## config.mk

```make
export PLATFORM = sky130hd
export DESIGN_NAME = cbc_ctrl
export DESIGN_NICKNAME = d
export VERILOG_FILES = /design/src/design/cbc_pkg.sv /design/src/design/cbc_ctrl.sv
export SDC_FILE = /design/constraint.sdc
export NUM_CORES = 1
export LEC_CHECK = 0
export BUFFER_PORTS_ARGS = -buffer_cell sky130_fd_sc_hd__buf_2
export CAP_MARGIN = 20
export CORE_AREA = 2 2 120 134
export CTS_BUF_LIST = sky130_fd_sc_hd__clkbuf_16
export CTS_CLUSTER_SIZE = 24
export DETAILED_ROUTE_END_ITERATION = 8
export DIE_AREA = 0 0 122 136
export GPL_TIMING_DRIVEN = 0
export PLACE_DENSITY_LB_ADDON = 0.05
export SLEW_MARGIN = 30
export SYNTH_ARGS = -nofsm -noshare
export SYNTH_HDL_FRONTEND = slang
export SYNTH_SLANG_ARGS = --single-unit
```

## constraint.sdc

```tcl
create_clock -name clk -period 2.3 [get_ports clk]
set_input_delay 0.23 -clock clk [delete_from_list [all_inputs] [get_ports clk]]
set_output_delay 0.23 -clock clk [all_outputs]
set_load 0.03 [all_outputs]
```

## src/design/cbc_pkg.sv

```systemverilog
// shared constants, types and command/status bundles for the codebook conv layer
package cbc_pkg;

	localparam int MAX_IN_CHANNELS  = 64;
	localparam int MAX_OUT_CHANNELS = 64;
	localparam int MAX_LENGTH       = 128;
	localparam int KERNEL_TAPS      = 5;
	localparam int CODES_PER_WORD   = 8;
	localparam int CODEBOOK_SIZE    = 16;
	localparam int CODE_BITS        = 4;

	localparam int WEIGHT_CODES = MAX_IN_CHANNELS * MAX_OUT_CHANNELS * KERNEL_TAPS;
	localparam int WEIGHT_WORDS = (WEIGHT_CODES + CODES_PER_WORD - 1) / CODES_PER_WORD;
	localparam int BIAS_WORDS   = (MAX_OUT_CHANNELS + CODES_PER_WORD - 1) / CODES_PER_WORD;

	localparam int IC_W     = $clog2(MAX_IN_CHANNELS);
	localparam int OC_W     = $clog2(MAX_OUT_CHANNELS);
	localparam int POS_W    = $clog2(MAX_LENGTH);
	localparam int ICH_W    = $clog2(MAX_IN_CHANNELS + 1);
	localparam int OCH_W    = $clog2(MAX_OUT_CHANNELS + 1);
	localparam int LEN_W    = $clog2(MAX_LENGTH + 1);
	localparam int TAP_W    = $clog2(KERNEL_TAPS);
	localparam int CODE_W   = $clog2(WEIGHT_CODES);
	localparam int NIB_W    = $clog2(CODES_PER_WORD);
	localparam int WW_W     = CODE_W - NIB_W;
	localparam int BW_W     = OC_W - NIB_W;
	localparam int CB_W     = $clog2(CODEBOOK_SIZE);
	localparam int MAP_W    = 13;
	localparam int MAP_DEPTH = 2 ** MAP_W;
	localparam int IMAP_W   = IC_W + POS_W;
	localparam int OMAP_W   = OC_W + POS_W;
	localparam int DIV_W    = 16;

	// item modes
	localparam logic [2:0] MODE_WCB   = 3'd0;
	localparam logic [2:0] MODE_BCB   = 3'd1;
	localparam logic [2:0] MODE_WWORD = 3'd2;
	localparam logic [2:0] MODE_BWORD = 3'd3;
	localparam logic [2:0] MODE_INPUT = 3'd4;
	localparam logic [2:0] MODE_START = 3'd5;
	localparam logic [2:0] MODE_READ  = 3'd6;

	// register indexes
	localparam logic [1:0] REG_IN_CH  = 2'd0;
	localparam logic [1:0] REG_OUT_CH = 2'd1;
	localparam logic [1:0] REG_LEN    = 2'd2;
	localparam logic [1:0] REG_DIV    = 2'd3;

	typedef struct packed {
		logic [6:0]  in_ch;
		logic [6:0]  out_ch;
		logic [7:0]  len;
		logic [15:0] divisor;
	} cbc_cfg_t;

	typedef struct packed {
		logic              wr_en;
		logic [2:0]        wr_sel;
		logic [MAP_W-1:0]  wr_addr;
		logic [31:0]       wr_data;
		logic              omem_rd;
		logic [OMAP_W-1:0] rd_addr;
		logic              mac_issue;
		logic [WW_W-1:0]   w_word;
		logic [NIB_W-1:0]  w_nib;
		logic [IMAP_W-1:0] x_addr;
		logic              acc_clear;
		logic              bias_rd;
		logic [BW_W-1:0]   bias_word;
		logic              bias_latch;
		logic [NIB_W-1:0]  bias_nib;
		logic              sum_go;
		logic              div_start;
		logic [DIV_W-1:0]  divisor;
		logic              store;
		logic [OMAP_W-1:0] st_addr;
		logic              res_load;
		logic              res_rd;
		logic              res_status;
	} cbc_cmd_t;

	typedef struct packed {
		logic mac_busy;
		logic div_busy;
	} cbc_sts_t;

endpackage

```

## src/design/cbc_ctrl.sv

```systemverilog
// controller: item decode, layer walk sequencer and result handshake
module cbc_ctrl (
	input  logic              clk,
	input  logic              arst_n,
	input  logic              s_tvalid,
	output logic              s_tready,
	input  logic [2:0]        mode,
	input  logic [12:0]       address,
	input  logic [31:0]       data,
	output logic              m_tvalid,
	input  logic              m_tready,
	input  cbc_pkg::cbc_cfg_t cfg,
	input  cbc_pkg::cbc_sts_t sts,
	output cbc_pkg::cbc_cmd_t cmd
);
	import cbc_pkg::*;

	typedef enum logic [3:0] {
		S_IDLE, S_READ, S_BIAS1, S_BIAS2, S_MAC, S_DRAIN, S_SUM, S_DIVW, S_STORE, S_DONE
	} state_t;

	state_t             state_q;
	logic               m_valid_q;
	logic [OC_W-1:0]    oc_q;
	logic [IC_W-1:0]    ic_q;
	logic [POS_W-1:0]   p_q;
	logic [TAP_W-1:0]   t_q;
	logic [CODE_W-1:0]  n_q, base_q, nin5_q;
	logic [ICH_W-1:0]   nin_q;
	logic [OCH_W-1:0]   nout_q;
	logic [LEN_W-1:0]   olen_q;
	logic [DIV_W-1:0]   div_q;

	logic               accept;
	logic               in_range;
	logic               last_t, last_ic, last_p, last_oc;
	logic [ICH_W-1:0]   nin_c;
	logic [OCH_W-1:0]   nout_c;
	logic [LEN_W-1:0]   len_c;

	assign s_tready = (state_q == S_IDLE) && (!m_valid_q || m_tready);
	assign accept   = s_tvalid && s_tready;
	assign m_tvalid = m_valid_q;

	// clamp registers at start
	always_comb begin
		if (cfg.in_ch == 7'd0) nin_c = ICH_W'(1);
		else if (cfg.in_ch > 7'(MAX_IN_CHANNELS)) nin_c = ICH_W'(MAX_IN_CHANNELS);
		else nin_c = ICH_W'(cfg.in_ch);
		if (cfg.out_ch == 7'd0) nout_c = OCH_W'(1);
		else if (cfg.out_ch > 7'(MAX_OUT_CHANNELS)) nout_c = OCH_W'(MAX_OUT_CHANNELS);
		else nout_c = OCH_W'(cfg.out_ch);
		if (cfg.len < 8'(KERNEL_TAPS)) len_c = LEN_W'(KERNEL_TAPS);
		else if (cfg.len > 8'(MAX_LENGTH)) len_c = LEN_W'(MAX_LENGTH);
		else len_c = LEN_W'(cfg.len);
	end

	always_comb begin
		unique case (mode)
			MODE_WCB, MODE_BCB: in_range = address < 13'(CODEBOOK_SIZE);
			MODE_WWORD:         in_range = address < 13'(WEIGHT_WORDS);
			MODE_BWORD:         in_range = address < 13'(BIAS_WORDS);
			MODE_INPUT, MODE_START, MODE_READ: in_range = 1'b1;
			default:            in_range = 1'b0;
		endcase
	end

	assign last_t  = t_q == TAP_W'(KERNEL_TAPS - 1);
	assign last_ic = ic_q == IC_W'(nin_q - ICH_W'(1));
	assign last_p  = p_q == POS_W'(olen_q - LEN_W'(1));
	assign last_oc = oc_q == OC_W'(nout_q - OCH_W'(1));

	always_ff @(posedge clk or negedge arst_n) begin
		if (!arst_n) begin
			state_q   <= S_IDLE;
			m_valid_q <= 1'b0;
			oc_q      <= '0;
			ic_q      <= '0;
			p_q       <= '0;
			t_q       <= '0;
			n_q       <= '0;
			base_q    <= '0;
			nin5_q    <= '0;
			nin_q     <= '0;
			nout_q    <= '0;
			olen_q    <= '0;
			div_q     <= '0;
		end else begin
			if (cmd.res_load) begin
				m_valid_q <= 1'b1;
			end else if (m_tready) begin
				m_valid_q <= 1'b0;
			end
			unique case (state_q)
				S_IDLE: begin
					if (accept && mode == MODE_START) begin
						nin_q  <= nin_c;
						nout_q <= nout_c;
						olen_q <= len_c - LEN_W'(KERNEL_TAPS - 1);
						div_q  <= (cfg.divisor == 16'd0) ? 16'd1 : cfg.divisor;
						nin5_q <= CODE_W'(nin_c) * CODE_W'(KERNEL_TAPS);
						oc_q   <= '0;
						ic_q   <= '0;
						p_q    <= '0;
						t_q    <= '0;
						n_q    <= '0;
						base_q <= '0;
						state_q <= S_BIAS1;
					end else if (accept && mode == MODE_READ) begin
						state_q <= S_READ;
					end
				end
				S_READ:  state_q <= S_IDLE;
				S_BIAS1: state_q <= S_BIAS2;
				S_BIAS2: state_q <= S_MAC;
				S_MAC: begin
					n_q <= n_q + CODE_W'(1);
					if (last_t) begin
						t_q <= '0;
						if (last_ic) begin
							state_q <= S_DRAIN;
						end else begin
							ic_q <= ic_q + IC_W'(1);
						end
					end else begin
						t_q <= t_q + TAP_W'(1);
					end
				end
				S_DRAIN: begin
					if (!sts.mac_busy) begin
						state_q <= S_SUM;
					end
				end
				S_SUM: state_q <= S_DIVW;
				S_DIVW: begin
					if (!sts.div_busy) begin
						state_q <= S_STORE;
					end
				end
				S_STORE: begin
					ic_q <= '0;
					t_q  <= '0;
					if (last_p) begin
						p_q <= '0;
						if (last_oc) begin
							state_q <= S_DONE;
						end else begin
							oc_q    <= oc_q + OC_W'(1);
							base_q  <= base_q + nin5_q;
							n_q     <= base_q + nin5_q;
							state_q <= S_BIAS1;
						end
					end else begin
						p_q     <= p_q + POS_W'(1);
						n_q     <= base_q;
						state_q <= S_MAC;
					end
				end
				S_DONE: state_q <= S_IDLE;
				default: state_q <= S_IDLE;
			endcase
		end
	end

	always_comb begin
		cmd            = '0;
		cmd.wr_sel     = mode;
		cmd.wr_addr    = address;
		cmd.wr_data    = data;
		cmd.rd_addr    = address[OMAP_W-1:0];
		cmd.w_word     = n_q[CODE_W-1:NIB_W];
		cmd.w_nib      = n_q[NIB_W-1:0];
		cmd.x_addr     = {ic_q, POS_W'(p_q + POS_W'(t_q))};
		cmd.bias_word  = oc_q[OC_W-1:NIB_W];
		cmd.bias_nib   = oc_q[NIB_W-1:0];
		cmd.divisor    = div_q;
		cmd.st_addr    = {oc_q, p_q};
		unique case (state_q)
			S_IDLE: begin
				if (accept) begin
					cmd.wr_en      = in_range && mode != MODE_START && mode != MODE_READ;
					cmd.omem_rd    = mode == MODE_READ;
					cmd.res_load   = mode != MODE_START && mode != MODE_READ;
					cmd.res_status = !in_range;
				end
			end
			S_READ: begin
				cmd.res_load = 1'b1;
				cmd.res_rd   = 1'b1;
			end
			S_BIAS1: cmd.bias_rd = 1'b1;
			S_BIAS2: begin
				cmd.bias_latch = 1'b1;
				cmd.acc_clear  = 1'b1;
			end
			S_MAC:   cmd.mac_issue = 1'b1;
			S_DRAIN: cmd.sum_go = !sts.mac_busy;
			S_SUM:   cmd.div_start = 1'b1;
			S_DIVW:  ;
			S_STORE: begin
				cmd.store     = 1'b1;
				cmd.acc_clear = 1'b1;
			end
			S_DONE:  cmd.res_load = 1'b1;
			default: ;
		endcase
	end

	a_res_no_overwrite: assert property (@(posedge clk) disable iff (!arst_n)
		cmd.res_load |-> (!m_valid_q || m_tready))
		else $error("result register overwritten");
	a_clear_drained: assert property (@(posedge clk) disable iff (!arst_n)
		cmd.acc_clear |-> !sts.mac_busy)
		else $error("accumulator cleared with products in flight");
	a_div_idle_start: assert property (@(posedge clk) disable iff (!arst_n)
		cmd.div_start |-> !sts.div_busy)
		else $error("divider restarted while busy");
	a_store_after_div: assert property (@(posedge clk) disable iff (!arst_n)
		cmd.store |-> !sts.div_busy && $past(state_q == S_DIVW))
		else $error("store before quotient ready");

endmodule

```

==> flow_summary.toml <==
[outcome]
run_status = "finished with violations"
violations = "setup timing"

[synth]
synth-main-ff-cell = "dfrtp_1"
synth-async-reset-ratio_pct = 100
synth_edf_count = 0
xor_xnor_fraction_of_synth_area_pct = 6.57
synthesis.instances = 835
synth.mux.area_fraction_pct = 1.36
syn_area_um2 = 7070
ys_top_cells_by_area = "dfrtp_1 35%, nand2_1 7.9%, buf_4 7.3%, ha_1 5.5%, o21ai_0 4.7%"
ys_seq_elements = 100
post_synth_top_area_share_pct = 35.4
synth_seq_area_share_pct = 35.4
synth_top_cell_by_area = "dfrtp_1"
synthDistinctLibCells = 75
mappedNetlistNets = 961
synth-compound-area-share_pct = 17.1
dominant_combinational_cell_family_by_area_after_synthesis = "simple AND/OR/NAND/NOR gates"
ys_warn_count = 0
synth_adder_area_share_pct = 6.34
post_synth.cell_area_avg_um2 = 8.46
synth_simple_gate_area_share_pct = 22.3

[placement]
placed_instance_area_um2 = 8410
gpl.final_weighted_congestion = 0.914
detailed_place_hpwl_um = 14800
place_worst_setup_slack_ns = -0.798
place.detailed.instances = 1230
count_of_port_buffers_added_during_placement = 194

[worst_setup_path]
critical_path.max_fanout = 5
crit_path_cell_trace = "inv_2 > ha_4 > or3b_4 > o31a_1 > o2111a_2 > nand3_4 > buf_8 > mux2i_4 > o22ai_2 > a22o_1"
crit_path_max_incr_delay_ns = 0.40
r2r.worst_path.cells = 10
ff_to_ff_setup_slack_ns = -0.28
worst_setup_path_start_kind = "flip-flop"
worstPathArrival_ns = 2.82
worstReg2RegEnd = "n_q[0]"
timing.critical_path.slowest_stage_cell = "dfrtp_1"
timing.critical_path.required_ns = 2.54
type_of_the_setup_path_with_the_least_slack = "reg2reg"
reg2reg_from = "olen_q[0]"
worst_setup_ep_type = "flip-flop"

[die]
io_pins = 230
floorplan.die_area_um2 = 16600
chipWidth_um = 122
start_util_pct = 46.2
die-height_um = 136
core_area_um2 = 15300
placementRows = 48

[finish]
most-common-layout-cells = "193 x buf_2, 129 x nand2_1, 98 x buf_4"
layout.cells.non_filler = 1286
antenna_cells_inserted = 0
share_of_final_layout_standard_cells_stronger_than_drive_strength_1_pct = 42.6
postLayoutCellArea_um2 = 9690
layout-area-overhead-vs-synth_pct = 37.1
fin_nets = 1208
commonest_non_fill_non_tap_cell_in_the_layout = "buf_2"

[power]
clock_power_share_pct = 13.4
combPwrFrac_pct = 58.9
net-switching-power_mw = 5.44
p_leak_nw = 4.73
power_frac_seq_pct = 27.7
irDropWorstVdd_mv = 0.483
switching_power_as_a_share_of_total_power_pct = 48.0
p_total_mw = 11.3
internal_power_mw = 5.89
cellPowerDensity_nw_per_um2 = 1170

[routing]
final_antenna_net_count = 0
post-route-drc-count = 0
drt-total-wl_um = 20900
average_vias_per_placed_instance = 5.29
post_drt_wl_per_cell_um = 16.2
detailedRoute.firstPassIterationCount = 4
drtIter0Drc = 330
vias = 6804

[timing]
grt_setup_unrepaired = "yes"
final_period_minus_worst_setup_slack_ns = 2.58
fin_worst_skew_ns = 0.00990
tightestPinTransition_ns = 0.590
timing_max_transition_violations_final = 0
worst_hold_slack_ns = 0.0763
timing.final.hold_violations = 0
slew_headroom_pct = 60.7
report.final.setup_viol = 52
post-route-worst-setup-slack_ns = -0.279
fmaxAchievable_mhz = 388
layout_worst_path_cycle_share_pct = 112

[global_routing]
track_usage_pct = 24.7
grt-busiest-layer = "met2"
grt.overflow.total = 0
grt_first_pass_wirelength_um = 32300
groute.layer.met1.usage_pct = 33.3
grt_pass1_vias = 6313
number_of_antenna_violations_at_the_first_check_in_global_routing = 0
grt.met2_usage_pct = 41.0
grt_use_met3_pct = 2.98
grt_max_degree = 64

[clock_tree]
max-clock-path-buffers = 2
cts_max_level = 3
numCtsBuffers = 9
tritoncts_num_sinks = 100
insertion_delay_ns = 0.36
clk_pin_slew_ns = 0.07
cts_tree = "done"
cts-root-buf = "clkbuf_16"

[min_path]
hold-path-cell-count = 3
timing.hold.worst.start = "cfg[8]"
hold_end = "div_q[8]"
hp-class = "in2reg"

[run]
drv_cap = 0
worst max-delay path: cells and delay by family (launching register included):
family	cells	cell delay (ns)
and+or+nand+nor	2	0.51
AOI/OAI and AO/OA	4	0.92
muxes	1	0.27
adders and majority gates	1	0.12
buffers and inverters	2	0.24
DFF	1	0.40
layer usage:
metal / up-vias / part of all wire [%]
met3: 38 / 4.0
met5: - / 0
met1: 3219 / 44
li1: 3360 / -
met2: 187 / 49
met4: 0 / 2.6
cells by family (layout without fill, tap and decap cells):
logic type / Yosys count / in the layout
and+or+nand+nor: 322 / 322
AOI/OAI and AO/OA: 190 / 190
muxes: 9 / 9
DFF: 100 / 100
adders and majority gates: 34 / 34
xor gates and xnor gates: 53 / 53
buffers and inverters: 127 / 378
cells in the mapped netlist (all sizes together), types with 6 or more instances:
master  instances
nand2         148
dfrtp         100
buf            77
o21ai          72
nor2           38
a21oi          37
xnor2          36
ha             31
inv            27
clkbuf         23
nand3          23
nor3           20
nor2b          17
xor2           17
or3            13
nand2b         11
nor4           10
a21o            9
a31oi           9
and3            9
o22ai           7
a22o            6
cell type report:
type / instances / area [µm²]
clock inverters: 6 / 57.6
well taps: 200 / 250
clock buffers: 9 / 225
multi-input cells: 608 / 4380
flip-flops and latches: 100 / 2510
fillers: 1344 / 5620
repair buffers: 240 / 1430
plain buffers: 96 / 739
inverters: 27 / 104
how the worst max path moves through the flow:
stage	from	end	slack, ns	depth (start not counted)
floorplan	olen_q[0]	base_q[5]	-0.12	9
global placement	state_q[3]	nout_q[0]	-0.70	7
detailed placement	state_q[3]	nout_q[0]	-0.80	7
CTS	olen_q[0]	base_q[14]	-0.31	10
global route	olen_q[0]	n_q[10]	-0.34	12
finish	olen_q[0]	n_q[0]	-0.28	10
per-stage QoR:
stage	util [%]	TNS [ns]
after detailed placement	54.9	-41.10
after floorplan	-	-1.50
after global placement	54.7	-54.88
after CTS	59.3	-10.23
after global routing	63.3	-12.07
final	63.3	-7.79
power groups by stage:
stage	sequential, mW	clock, mW	combinational (mW)
2_1_floorplan	3.57	0	3.57
3_3_place_gp	3.11	0	5.41
3_5_place_dp	3.12	0	5.49
4_1_cts	3.07	1.55	6.00
5_1_grt	3.23	1.63	7.23
6_report	3.13	1.52	6.67
flip-flops by register name, indices dropped and copies added, names as in the netlist, 6 cells and up:
| register | flops |
|---|---|
| div_q | 16 |
| base_q | 15 |
| n_q | 15 |
| nin5_q | 8 |
| olen_q | 7 |
| p_q | 7 |
| ic_q | 6 |
| nin_q | 6 |
| nout_q | 6 |
| oc_q | 6 |
timing repair:
item	in CTS	in global routing
pin swaps	25	43
setup buffers	19	18
gates resized for setup	77	129
setup endpoints to repair	95	89
cloned	5	2
hold endpoints to repair	37	0
hold buffers	1	0
(Power assumes the default switching activity.)
